### src/rtl/fmsp_pkg.sv
// Shared types, codes and constant tables of the file mode string parser.
package fmsp_pkg;

   localparam int QUEUE_DEPTH_DEFAULT = 2;

   // Sticky letter t is part of the accepted grammar.
   localparam logic STICKY_SUPPORTED = 1'b1;

   localparam logic [11:0] UMASK_RESET = 12'o0022;
   localparam logic [11:0] PERM_ALL    = 12'o7777;
   localparam logic [15:0] TYPE_MASK   = 16'o170000;
   localparam logic [15:0] TYPE_DIR    = 16'o040000;
   localparam logic [11:0] EXEC_BITS   = 12'o0111;

   localparam logic KIND_START = 1'b0;
   localparam logic KIND_CHAR  = 1'b1;

   typedef enum logic [2:0] {
      PH_IDLE,
      PH_FIRST,
      PH_NUM,
      PH_WHO,
      PH_OPSTART,
      PH_PERMS,
      PH_COPIED
   } phase_type;

   typedef enum logic [2:0] {
      CLS_DIGIT,
      CLS_WHO,
      CLS_OP,
      CLS_PERM,
      CLS_PERM_X,
      CLS_COMMA,
      CLS_OTHER
   } cls_type;

   typedef enum logic [1:0] {
      OP_NONE,
      OP_ADD,
      OP_SUB,
      OP_SET
   } op_type;

   typedef enum logic [1:0] {
      WHO_U,
      WHO_G,
      WHO_O,
      WHO_A
   } who_type;

   localparam logic [11:0] WHO_MASK [4] = '{12'o4700, 12'o2070, 12'o0007, 12'o6777};
   localparam logic [11:0] COPY_MASK [5] =
      '{12'o0444, 12'o0222, 12'o0111, 12'o6000, 12'o1000};

   // One classified word as it travels from the front end to the parser.
   typedef struct packed {
      logic          kind;
      logic          last;
      logic [15:0]   initial_mode;
      cls_type       cls;
      logic [2:0]    digit;
      who_type       who;
      op_type        op;
      logic [11:0]   perm;
   } token_type;

endpackage

### src/rtl/fmsp_front.sv
// Front end: takes input words and classifies each character into a token.
module fmsp_front
   import fmsp_pkg::*;
(
   input  logic         req_valid,
   output logic         req_stall,
   input  logic         req_kind,
   input  logic [15:0]  req_initial_mode,
   input  logic [7:0]   req_char_code,
   input  logic         req_last,
   input  logic         queue_full,
   output logic         push,
   output token_type    push_token
);

   localparam logic [7:0] CH_ZERO  = 8'h30;
   localparam logic [7:0] CH_SEVEN = 8'h37;
   localparam logic [7:0] CH_U     = 8'h75;
   localparam logic [7:0] CH_G     = 8'h67;
   localparam logic [7:0] CH_O     = 8'h6f;
   localparam logic [7:0] CH_A     = 8'h61;
   localparam logic [7:0] CH_PLUS  = 8'h2b;
   localparam logic [7:0] CH_MINUS = 8'h2d;
   localparam logic [7:0] CH_EQUAL = 8'h3d;
   localparam logic [7:0] CH_R     = 8'h72;
   localparam logic [7:0] CH_W     = 8'h77;
   localparam logic [7:0] CH_X     = 8'h78;
   localparam logic [7:0] CH_S     = 8'h73;
   localparam logic [7:0] CH_T     = 8'h74;
   localparam logic [7:0] CH_BIG_X = 8'h58;
   localparam logic [7:0] CH_COMMA = 8'h2c;

   assign req_stall = queue_full;
   assign push      = req_valid && !queue_full;

   always_comb begin
      push_token              = '0;
      push_token.kind         = req_kind;
      push_token.last         = req_last;
      push_token.initial_mode = req_initial_mode;
      push_token.cls          = CLS_OTHER;
      push_token.digit        = req_char_code[2:0];
      push_token.who          = WHO_U;
      push_token.op           = OP_NONE;
      push_token.perm         = '0;
      if (req_char_code inside {[CH_ZERO:CH_SEVEN]}) begin
         push_token.cls = CLS_DIGIT;
      end else begin
         case (req_char_code)
            CH_U:     begin push_token.cls = CLS_WHO; push_token.who = WHO_U; end
            CH_G:     begin push_token.cls = CLS_WHO; push_token.who = WHO_G; end
            CH_O:     begin push_token.cls = CLS_WHO; push_token.who = WHO_O; end
            CH_A:     begin push_token.cls = CLS_WHO; push_token.who = WHO_A; end
            CH_PLUS:  begin push_token.cls = CLS_OP; push_token.op = OP_ADD; end
            CH_MINUS: begin push_token.cls = CLS_OP; push_token.op = OP_SUB; end
            CH_EQUAL: begin push_token.cls = CLS_OP; push_token.op = OP_SET; end
            CH_R:     begin push_token.cls = CLS_PERM; push_token.perm = COPY_MASK[0]; end
            CH_W:     begin push_token.cls = CLS_PERM; push_token.perm = COPY_MASK[1]; end
            CH_X:     begin push_token.cls = CLS_PERM; push_token.perm = COPY_MASK[2]; end
            CH_S:     begin push_token.cls = CLS_PERM; push_token.perm = COPY_MASK[3]; end
            CH_T: begin
               if (STICKY_SUPPORTED) begin
                  push_token.cls  = CLS_PERM;
                  push_token.perm = COPY_MASK[4];
               end
            end
            CH_BIG_X: push_token.cls = CLS_PERM_X;
            CH_COMMA: push_token.cls = CLS_COMMA;
            default:  push_token.cls = CLS_OTHER;
         endcase
      end
   end

endmodule

### src/rtl/fmsp_queue.sv
// Short token queue between the front end and the parser.
module fmsp_queue
   import fmsp_pkg::*;
#(
   parameter int QUEUE_DEPTH = QUEUE_DEPTH_DEFAULT
)
(
   input  logic        clock,
   input  logic        reset,
   input  logic        push,
   input  token_type   push_token,
   input  logic        pop,
   output logic        head_valid,
   output token_type   head_token,
   output logic        full
);

   localparam int PTR_W = $clog2(QUEUE_DEPTH);
   localparam int CNT_W = $clog2(QUEUE_DEPTH + 1);

   token_type          entry_ff [QUEUE_DEPTH];
   logic [PTR_W-1:0]   head_ff, head_in;
   logic [PTR_W-1:0]   tail_ff, tail_in;
   logic [CNT_W-1:0]   count_ff, count_in;

   assign head_valid = (count_ff != '0);
   assign full       = (count_ff == CNT_W'(QUEUE_DEPTH));
   assign head_token = entry_ff[head_ff];

   always_comb begin
      head_in  = head_ff;
      tail_in  = tail_ff;
      count_in = count_ff;
      if (push) begin
         tail_in = (tail_ff == PTR_W'(QUEUE_DEPTH - 1)) ? '0 : tail_ff + PTR_W'(1);
      end
      if (pop) begin
         head_in = (head_ff == PTR_W'(QUEUE_DEPTH - 1)) ? '0 : head_ff + PTR_W'(1);
      end
      if (push && !pop) begin
         count_in = count_ff + CNT_W'(1);
      end else if (pop && !push) begin
         count_in = count_ff - CNT_W'(1);
      end
   end

   always_ff @(posedge clock) begin
      if (reset) begin
         head_ff  <= '0;
         tail_ff  <= '0;
         count_ff <= '0;
      end else begin
         head_ff  <= head_in;
         tail_ff  <= tail_in;
         count_ff <= count_in;
      end
   end

   always_ff @(posedge clock) begin
      if (push) begin
         entry_ff[tail_ff] <= push_token;
      end
   end

   a_count_bound: assert property (@(posedge clock) disable iff (reset)
      count_ff <= CNT_W'(QUEUE_DEPTH))
      else $error("token queue count beyond depth");

   a_no_pop_empty: assert property (@(posedge clock) disable iff (reset)
      (count_ff == '0) |-> !pop)
      else $error("token popped from empty queue");

endmodule

### src/rtl/fmsp_back.sv
// Parser back end: runs the mode string grammar on tokens and holds the result word.
module fmsp_back
   import fmsp_pkg::*;
(
   input  logic         clock,
   input  logic         reset,
   input  logic [11:0]  umask,
   input  logic         head_valid,
   input  token_type    head_token,
   output logic         pop,
   output logic         rsp_valid,
   input  logic         rsp_stall,
   output logic [15:0]  rsp_final_mode,
   output logic         rsp_status
);

   phase_type     phase_ff, phase_in;
   logic [15:0]   working_ff, working_in;
   logic [15:0]   saved_ff, saved_in;
   logic [11:0]   octal_ff, octal_in;
   logic [11:0]   who_ff, who_in;
   logic          named_ff, named_in;
   op_type        op_ff, op_in;
   logic [11:0]   perm_ff, perm_in;
   logic          err_ff, err_in;

   logic          out_valid_ff, out_valid_in;
   logic [15:0]   out_mode_ff;
   logic          out_status_ff;

   logic          emit;
   logic [15:0]   emit_mode;
   logic          emit_status;
   logic [14:0]   octal_next;
   logic          exec_cond;

   function automatic logic [15:0] apply_group(input logic [15:0] mode,
                                               input logic        named,
                                               input logic [11:0] who_bits,
                                               input logic [11:0] mask,
                                               input op_type      op,
                                               input logic [11:0] perm);
      logic [11:0] who;
      logic [11:0] p;
      logic [15:0] m;
      who = named ? who_bits : (~mask & PERM_ALL);
      p   = perm & who;
      m   = mode;
      if (op == OP_SET) begin
         m = named ? (m & ~{4'b0000, who_bits}) : (m & TYPE_MASK);
      end
      if (op == OP_ADD || op == OP_SET) begin
         m = m | {4'b0000, p};
      end else if (op == OP_SUB) begin
         m = m & ~{4'b0000, p};
      end
      return m;
   endfunction

   // A copy letter takes each permission class that has any bit set in the source.
   function automatic logic [11:0] copy_bits(input logic [15:0] mode, input who_type who);
      logic [11:0] src;
      logic [11:0] res;
      src = mode[11:0] & WHO_MASK[who];
      res = '0;
      for (int k = 0; k < 5; k++) begin
         if ((src & COPY_MASK[k]) != '0) begin
            res = res | COPY_MASK[k];
         end
      end
      return res;
   endfunction

   assign pop        = head_valid && (!out_valid_ff || !rsp_stall);
   assign octal_next = {octal_ff, 3'b000} + 15'(head_token.digit);
   assign exec_cond  = ((working_ff[11:0] & EXEC_BITS) != '0)
                       || ((working_ff & TYPE_MASK) == TYPE_DIR);

   always_comb begin
      phase_in    = phase_ff;
      working_in  = working_ff;
      saved_in    = saved_ff;
      octal_in    = octal_ff;
      who_in      = who_ff;
      named_in    = named_ff;
      op_in       = op_ff;
      perm_in     = perm_ff;
      err_in      = err_ff;
      emit        = 1'b0;
      emit_mode   = saved_ff;
      emit_status = 1'b1;
      if (pop) begin
         if (head_token.kind == KIND_START) begin
            saved_in   = head_token.initial_mode;
            working_in = head_token.initial_mode;
            octal_in   = '0;
            who_in     = '0;
            named_in   = 1'b0;
            op_in      = OP_NONE;
            perm_in    = '0;
            err_in     = 1'b0;
            if (head_token.last) begin
               // An empty string is malformed.
               phase_in    = PH_IDLE;
               emit        = 1'b1;
               emit_mode   = head_token.initial_mode;
               emit_status = 1'b1;
            end else begin
               phase_in = PH_FIRST;
            end
         end else if (phase_ff != PH_IDLE) begin
            if (!err_ff) begin
               if (phase_ff == PH_FIRST && head_token.cls == CLS_DIGIT) begin
                  octal_in = {9'b0, head_token.digit};
                  phase_in = PH_NUM;
               end else begin
                  if (phase_ff == PH_FIRST) begin
                     who_in   = '0;
                     named_in = 1'b0;
                     phase_in = PH_WHO;
                  end
                  case (phase_in)
                     PH_NUM: begin
                        if (head_token.cls != CLS_DIGIT) begin
                           err_in = 1'b1;
                        end else if (octal_next > 15'(PERM_ALL)) begin
                           err_in = 1'b1;
                        end else begin
                           octal_in = octal_next[11:0];
                        end
                     end
                     PH_WHO: begin
                        if (head_token.cls == CLS_WHO) begin
                           who_in   = who_ff | WHO_MASK[head_token.who];
                           named_in = 1'b1;
                           if (phase_ff == PH_FIRST) begin
                              who_in = WHO_MASK[head_token.who];
                           end
                        end else if (head_token.cls == CLS_OP) begin
                           op_in    = head_token.op;
                           perm_in  = '0;
                           phase_in = PH_OPSTART;
                        end else begin
                           err_in = 1'b1;
                        end
                     end
                     PH_OPSTART, PH_PERMS, PH_COPIED: begin
                        if (phase_in == PH_OPSTART && head_token.cls == CLS_WHO
                            && head_token.who != WHO_A) begin
                           perm_in  = perm_ff | copy_bits(working_ff, head_token.who);
                           phase_in = PH_COPIED;
                        end else if (phase_in != PH_COPIED && head_token.cls == CLS_PERM) begin
                           perm_in  = perm_ff | head_token.perm;
                           phase_in = PH_PERMS;
                        end else if (phase_in != PH_COPIED
                                     && head_token.cls == CLS_PERM_X) begin
                           if (exec_cond) begin
                              perm_in = perm_ff | EXEC_BITS;
                           end
                           phase_in = PH_PERMS;
                        end else if (head_token.cls == CLS_OP) begin
                           working_in = apply_group(working_ff, named_ff, who_ff, umask,
                                                    op_ff, perm_ff);
                           op_in      = head_token.op;
                           perm_in    = '0;
                           phase_in   = PH_OPSTART;
                        end else if (head_token.cls == CLS_COMMA) begin
                           working_in = apply_group(working_ff, named_ff, who_ff, umask,
                                                    op_ff, perm_ff);
                           op_in      = OP_NONE;
                           perm_in    = '0;
                           who_in     = '0;
                           named_in   = 1'b0;
                           phase_in   = PH_WHO;
                        end else begin
                           err_in = 1'b1;
                        end
                     end
                     default: err_in = 1'b1;
                  endcase
               end
            end
            if (head_token.last) begin
               // Closing word: finish the open group or number, or flag a dangling clause.
               emit        = 1'b1;
               emit_status = err_in;
               emit_mode   = working_in;
               if (!err_in) begin
                  if (phase_in == PH_NUM) begin
                     emit_mode = {saved_ff[15:12], octal_in};
                  end else if (phase_in == PH_OPSTART || phase_in == PH_PERMS
                               || phase_in == PH_COPIED) begin
                     working_in = apply_group(working_in, named_in, who_in, umask,
                                              op_in, perm_in);
                     emit_mode  = working_in;
                     op_in      = OP_NONE;
                     perm_in    = '0;
                  end else begin
                     emit_status = 1'b1;
                  end
               end
               if (emit_status) begin
                  emit_mode = saved_ff;
               end
               phase_in = PH_IDLE;
            end
         end
      end
   end

   always_comb begin
      out_valid_in = out_valid_ff;
      if (emit) begin
         out_valid_in = 1'b1;
      end else if (!rsp_stall) begin
         out_valid_in = 1'b0;
      end
   end

   always_ff @(posedge clock) begin
      if (reset) begin
         phase_ff     <= PH_IDLE;
         working_ff   <= '0;
         saved_ff     <= '0;
         octal_ff     <= '0;
         who_ff       <= '0;
         named_ff     <= 1'b0;
         op_ff        <= OP_NONE;
         perm_ff      <= '0;
         err_ff       <= 1'b0;
         out_valid_ff <= 1'b0;
      end else begin
         phase_ff     <= phase_in;
         working_ff   <= working_in;
         saved_ff     <= saved_in;
         octal_ff     <= octal_in;
         who_ff       <= who_in;
         named_ff     <= named_in;
         op_ff        <= op_in;
         perm_ff      <= perm_in;
         err_ff       <= err_in;
         out_valid_ff <= out_valid_in;
      end
   end

   always_ff @(posedge clock) begin
      if (emit) begin
         out_mode_ff   <= emit_mode;
         out_status_ff <= emit_status;
      end
   end

   assign rsp_valid      = out_valid_ff;
   assign rsp_final_mode = out_mode_ff;
   assign rsp_status     = out_status_ff;

   a_octal_bound: assert property (@(posedge clock) disable iff (reset)
      octal_ff <= PERM_ALL)
      else $error("octal value above the permission range");

   a_held_blocks_pop: assert property (@(posedge clock) disable iff (reset)
      (out_valid_ff && rsp_stall) |-> !pop)
      else $error("token consumed while result word is held");

   a_idle_after_reset: assert property (@(posedge clock)
      reset |=> (phase_ff == PH_IDLE && !out_valid_ff))
      else $error("parser not idle after reset");

endmodule

### src/rtl/file_mode_string_parser_core.sv
// Top level of the file mode string parser: umask register, front end, queue and parser.
// rsp_valid rises once the last word has passed through the token queue and then the
// result register, and a held result word can keep it waiting in the queue. The parser
// consumes one queued token per cycle, so one word per cycle is sustained while the result
// side takes words. While a result word is held, up to QUEUE_DEPTH words are still accepted.
// Reset (synchronous, active high) empties the queue, drops any result word, returns the
// parser to awaiting a start word and sets the umask to 022.
module file_mode_string_parser_core
   import fmsp_pkg::*;
#(
   parameter int QUEUE_DEPTH = QUEUE_DEPTH_DEFAULT
)
(
   input  logic         clock,
   input  logic         reset,
   input  logic         csr_write_enable,
   input  logic [11:0]  csr_write_data,
   input  logic         req_valid,
   output logic         req_stall,
   input  logic         req_kind,
   input  logic [15:0]  req_initial_mode,
   input  logic [7:0]   req_char_code,
   input  logic         req_last,
   output logic         rsp_valid,
   input  logic         rsp_stall,
   output logic [15:0]  rsp_final_mode,
   output logic         rsp_status
);

   logic [11:0]   umask_ff, umask_in;
   logic          push;
   token_type     push_token;
   logic          pop;
   logic          head_valid;
   token_type     head_token;
   logic          queue_full;

   assign umask_in = csr_write_enable ? csr_write_data : umask_ff;

   always_ff @(posedge clock) begin
      if (reset) begin
         umask_ff <= UMASK_RESET;
      end else begin
         umask_ff <= umask_in;
      end
   end

   fmsp_front u_front (
      .req_valid        (req_valid),
      .req_stall        (req_stall),
      .req_kind         (req_kind),
      .req_initial_mode (req_initial_mode),
      .req_char_code    (req_char_code),
      .req_last         (req_last),
      .queue_full       (queue_full),
      .push             (push),
      .push_token       (push_token)
   );

   fmsp_queue #(
      .QUEUE_DEPTH (QUEUE_DEPTH)
   ) u_queue (
      .clock      (clock),
      .reset      (reset),
      .push       (push),
      .push_token (push_token),
      .pop        (pop),
      .head_valid (head_valid),
      .head_token (head_token),
      .full       (queue_full)
   );

   fmsp_back u_back (
      .clock          (clock),
      .reset          (reset),
      .umask          (umask_ff),
      .head_valid     (head_valid),
      .head_token     (head_token),
      .pop            (pop),
      .rsp_valid      (rsp_valid),
      .rsp_stall      (rsp_stall),
      .rsp_final_mode (rsp_final_mode),
      .rsp_status     (rsp_status)
   );

endmodule

### config.mk
export PLATFORM = sky130hd
export DESIGN_NAME = file_mode_string_parser_core
export DESIGN_NICKNAME = d
export VERILOG_FILES = /design/src/rtl/fmsp_pkg.sv /design/src/rtl/fmsp_front.sv /design/src/rtl/fmsp_queue.sv /design/src/rtl/fmsp_back.sv /design/src/rtl/file_mode_string_parser_core.sv
export SDC_FILE = /design/constraint.sdc
export NUM_CORES = 1
export LEC_CHECK = 0
export BUFFER_PORTS_ARGS = -buffer_cell sky130_fd_sc_hd__buf_2
export CAP_MARGIN = 15
export CORE_ASPECT_RATIO = 0.75
export CORE_MARGIN = 5
export CORE_UTILIZATION = 61
export CTS_BUF_LIST = sky130_fd_sc_hd__clkbuf_16
export CTS_CLUSTER_SIZE = 40
export DETAILED_ROUTE_END_ITERATION = 7
export GPL_ROUTABILITY_DRIVEN = 0
export PLACE_DENSITY = 0.78
export SKIP_CTS_REPAIR_TIMING = 1
export SLEW_MARGIN = 20
export SYNTH_ARGS = -nofsm -noshare
export SYNTH_HDL_FRONTEND = slang
export SYNTH_SLANG_ARGS = --single-unit
export TNS_END_PERCENT = 20
### constraint.sdc
create_clock -name clock -period 5.2 [get_ports clock]
set_input_delay 0.78 -clock clock [delete_from_list [all_inputs] [get_ports clock]]
set_output_delay 0.78 -clock clock [all_outputs]
set_load 0.01 [all_outputs]
### Word level (Yosys, flattened, before mapping)

Memories as Yosys holds them, arrays and structs flattened. A register that Yosys moved wholly into a read port is not among the register bits.
Index checks and enable logic that the tools add are counted.

| storage, ports and cells | value |
|---|---|
| register bits | 109 |
| bits in latches | 0 |
| RAM bits | 80 |
| memory bits (read-only) | 0 |
| input bits | 43 |
| output and inout bits | 19 |
| logic and storage cells | 350 |
| memories kept | 1 |

| operators by class | value |
|---|---|
| $add $sub $neg | 5 |
| $mul | 0 |
| divide/modulo/power cells | 0 |
| magnitude comparators | 4 |
| equality and inequality tests | 41 |
| shift operators | 0 |
| muxes and demuxes | 224 |
| bitwise logic cells | 21 |
| reduce and logical (&&, ||, !) cells | 38 |

Memories:

| name | words | bits a word | read ports | clocked after Yosys merged registers in | wr ports | RTL line | RTL |
|---|---|---|---|---|---|---|---|
| u_queue.entry_ff | 2 | 40 | 1 | 1 | 1 | fmsp_queue.sv:21 | `token_type entry_ff [QUEUE_DEPTH];` |

Operators with widths:

| kind | count |
|---|---|
| 2-to-1 mux 16 bit | 64 |
| 2-to-1 mux 12 bit | 52 |
| bitwise AND 16 bit | 5 |
| == test 8 x 7 -> 1 bit, second input constant | 10 |
| 2-to-1 mux 3 bit | 22 |
| NOT 12 -> 16 bit | 4 |
| case mux 12 bit (5 select lines) | 1 |
| nonzero test 12 bit | 5 |
| 2-to-1 mux 1 bit | 50 |
| bitwise OR 16 x 12 -> 16 bit | 3 |
| case mux 12 bit (2 select lines) | 2 |
| 2-to-1 mux 2 bit | 20 |
| bitwise AND 12 bit | 3 |
| bitwise OR 12 bit | 3 |
| == test 8 x 6 -> 1 bit, second input constant | 4 |
| binary-select mux 12 bit (select 2 bit) | 1 |
| == test 3 bit, second input constant | 8 |
| adder 15 x 3 -> 15 bit | 1 |
| == test 3 x 2 -> 1 bit, second input constant | 5 |
| greater-than comparator 15 x 12 -> 1 bit, second input constant | 1 |
| case mux 3 bit (5 select lines) | 1 |
| 2-to-1 mux 7 bit | 2 |
| NOT 12 bit | 1 |
| case mux 2 bit (3 select lines) | 2 |
| other kinds (33) | 63 |

### Logic depth before layout (Yosys ltp)

| logic depth | value |
|---|---|
| word-level depth | 53 |
| mapped depth | 14 |

### Hierarchy

From an unflattened synthesis, not the netlist that was laid out.

| unflattened totals | value |
|---|---|
| cell total of the unflattened synthesis | 1069 |
| area, all modules | 10368.7 sq um |

By module, submodules not included:

| module | times used | cells an instance | area each (sq um) | seq. area each (sq um) |
|---|---|---|---|---|
| fmsp_back | 1 | 801 | 6274.8 | 2031.9 |
| fmsp_queue | 1 | 146 | 3083.0 | 2502.4 |
| fmsp_front | 1 | 83 | 568.0 | 0.0 |
| file_mode_string_parser_core | 1 | 39 | 442.9 | 240.2 |

### Worst setup path after synthesis

OpenSTA, ideal clock, no wires.

| path | value |
|---|---|
| kind | register to register |
| from | register (tool-made name) |
| to | register u_back.out_mode_ff[11], in the netlist u_back.rsp_final_mode[11], data pin |
| library setup time | 0.259 ns |
| data arrival time | 3.492 ns |
| path slack | 1.449 ns |
| stages on the path, launching flop included | 14 |
| path buffers | 4 |
| period minus slack after synthesis | 3.751 ns |
| cells stage by stage | dfxtp_1 -> buf_2 -> buf_2 -> mux2_2 -> ha_1 -> or4b_2 -> a21o_1 -> nand2_2 -> o21ai_1 -> a211oi_1 -> buf_2 -> buf_2 -> nand3_1 -> o31a_1 |

RTL lines:

| element | RTL line | RTL |
|---|---|---|
| to (signal assigned) | fmsp_back.sv:248 | `out_mode_ff <= emit_mode;` |
| to (decl) | fmsp_back.sv:28 | `logic [15:0] out_mode_ff;` |

==> reports/metrics.cfg <==
[run_status]
status=finished, violations left
violations=design-rule violations

[clock_network]
htree_num_levels=4
cts_buffers=17
clk_path_buf_depth=2
clk_pin_slew_ns=0.07
cts_root_buf=clkbuf_16
cts.sinks=176
tritoncts=yes
clk_latency_ns=0.44

[sta]
setup_violations=0
slew_headroom_pct=33.01
maxSlewViolCount=0
rsz0062_at_grt=false
min_period_ns=4.193
fin_skew_ns=0.008892
timing.setup.tns_ns=0
max_freq_ghz=0.2385
hold_viol=0
tightestPinTransition_ns=0.9981
period_share_pct=80.63

[routing]
viasPerCell=6.984
vias=8576
wl_per_cell_um=22.27
drcViolationCount=19
ant_nets=0
wirelength_um=27350
firstDrtPassIters=8
drt_iter0_drc=1228

[finish]
areaGrowthSynthToFinish_pct=11.41
drive_above_1_share_pct=15.93
nets=1055
diodes=0
instances_no_fill=1228

[pwr]
p_seq_share_pct=38.5
power_frac_comb_pct=35.6
peakVddDrop_mv=0.2713
p_sw_uw=2014
swShare_pct=39.36
power_leakage_uw=0.003575
cellInternalPower_uw=3102
clkPwrFrac_pct=25.9
power_density_nw_per_um2=493.6

[global_routing]
grt_pass1_wl_um=42900
grt-ovfl-total=0
grt_max_degree=89
grt_pass1_vias=7853
antenna_found_initial=0
grt.total_usage_pct=30.70

[logic_synthesis]
synth_warnings=0
synthesis.area_um2=9301
synth.top_cell.area_share_pct=26.80
synth_flop_cell=dfxtp_1
synth-async-reset-ratio_pct=0
synth_edf_count=83
syn_avg_cell_area_um2=9.520
synth_top_cell_by_area=edfxtp_1
ys_seq_elements=176
synth_cells=977
synth_seq_area_share_pct=46.81
synthDistinctLibCells=91
synth.area.top_cells=edfxtp_1, dfxtp_1, nor2_1, a21oi_1, mux2i_1
synth_fp_nets=1022

[worst_setup_path]
cp_data_arrival_time_ns=4.55
crit_fanout=24
worstPathRequired_ns=5.56
crit_type=flip-flop to flip-flop
critPathCaptureType=flip-flop
critPathLaunchType=flip-flop
r2r_cells=11

[floorplan]
die_h_um=116.9
start_util_pct=61.69
io_pins=62
row_count=39
fp.dieArea_um2=17840
die_w_um=152.6
fp.coreArea_um2=15080

[min_path]
hold_depth=1
hold_class=flip-flop to flip-flop

[job]
cap_violations=0

[placed_design]
portBuffers=61
placed_cells=1196
place.detailed.hpwl_um=19400

[metal layers]
layer,vias to the layer above,GRT usage [%],part of all wire [%]
li1,3846,-,-
met1,4060,42.92,41
met2,574,44.83,42
met3,96,10.29,14
met4,0,11.39,3.1
met5,-,0,0
[path summary, 6_finish.rpt]
check                        endpoint  slack (ns)                start
setup reg to reg    u_back.perm_ff[8]        1.01            flip-flop
setup / recovery    u_back.perm_ff[8]        1.01            flip-flop
hold / removal    u_back.saved_ff[12]        0.47  u_back.saved_ff[12]
hold reg to reg   u_back.saved_ff[12]        0.47  u_back.saved_ff[12]
[cells in the mapped netlist (14+ instances only)]
cell type and number:
a211o_1 15, a211oi_1 16, a21boi_0 16, a21oi_1 72
a22oi_1 22, a31oi_1 21, clkbuf_1 49, dfxtp_1 93
edfxtp_1 83, inv_1 21, mux2_2 18, mux2i_1 27
nand2_1 49, nor2_1 126, nor3_1 25, o211ai_1 14
o21a_1 15, o21ai_0 49, o22ai_1 15
[flip-flops by register name, indices dropped and copies added (netlist names), 3 cells and up, named ones only]
register	flops
u_back.octal_ff	12
u_back.perm_ff	12
u_back.phase_ff	3
u_back.rsp_final_mode	16
u_back.saved_ff	16
u_back.who_ff	12
u_back.working_ff	16
u_queue.entry_ff	66
umask_ff	12
[critical path: stages, from the launching register on]
cell      delay [ns]
dfxtp_2         0.58
mux2_2          0.46
ha_1            0.21
or4b_2          0.63
a21o_1          0.29
nand2_2         0.15
o221a_2         0.27
a211oi_2        0.09
buf_4           0.23
a21oi_1         0.73
nand3_1         0.26
a21oi_1         0.20
[stage by stage]
step	utilization [%]	power [µW]	setup WS, ns	hold slack [ns]	area [µm²]
finish	68.72	5115	1.007	0.4698	10360
floorplan	-	3165	1.449	0.4421	9301
detailed placement	64.61	3735	1.156	0.4562	9742
global placement	64.61	3701	1.229	0.4479	9742
CTS	68.72	5054	1.106	0.4732	10360
global route	68.72	5331	0.7899	0.4956	10360
[cell families (layout without fill, tap and decap cells)]
logic type | count (synthesis) | count (layout) | share of synthesized area (%)
compound gates | 357 | 357 | 27.05
buf+inv | 86 | 132 | 3.699
flops | 176 | 176 | 46.81
fa+ha+maj | 2 | 2 | 0.2690
mux | 45 | 45 | 5.085
simple gates | 306 | 306 | 16.61
xor+xnor | 5 | 5 | 0.4708
[power by group through the flow]
stage,sequential (µW),combinational [µW],clock (µW)
6_report,1970,1820,1330
3_3_place_gp,1980,1720,0
2_1_floorplan,1900,1260,0
4_1_cts,1950,1760,1340
3_5_place_dp,1980,1750,0
5_1_grt,1980,1940,1400
[placed cells by master, fill, tap and decap left out, types with 18 or more instances in the layout]
cell type / netlist / routed
inv_1: 21 / 21
mux2_2: 18 / 18
o21ai_0: 49 / 48
a22oi_1: 22 / 22
edfxtp_1: 83 / 83
a31oi_1: 21 / 21
buf_2: 8 / 61
nor2_1: 126 / 125
mux2i_1: 27 / 26
nor3_1: 25 / 25
dfxtp_1: 93 / 92
a21oi_1: 72 / 72
nand2_1: 49 / 49
[area by class of cell]
class                   count  area (µm²)
fillers                  1174        4716
clock buffers              17       425.4
well taps                 205       256.5
multi-input cells         715        4614
inverters                  22       82.58
clock inverters            15       195.2
repair buffers             78       432.9
flip-flops and latches    176        4355
No activity file was read; power rests on OpenSTA's default activity.
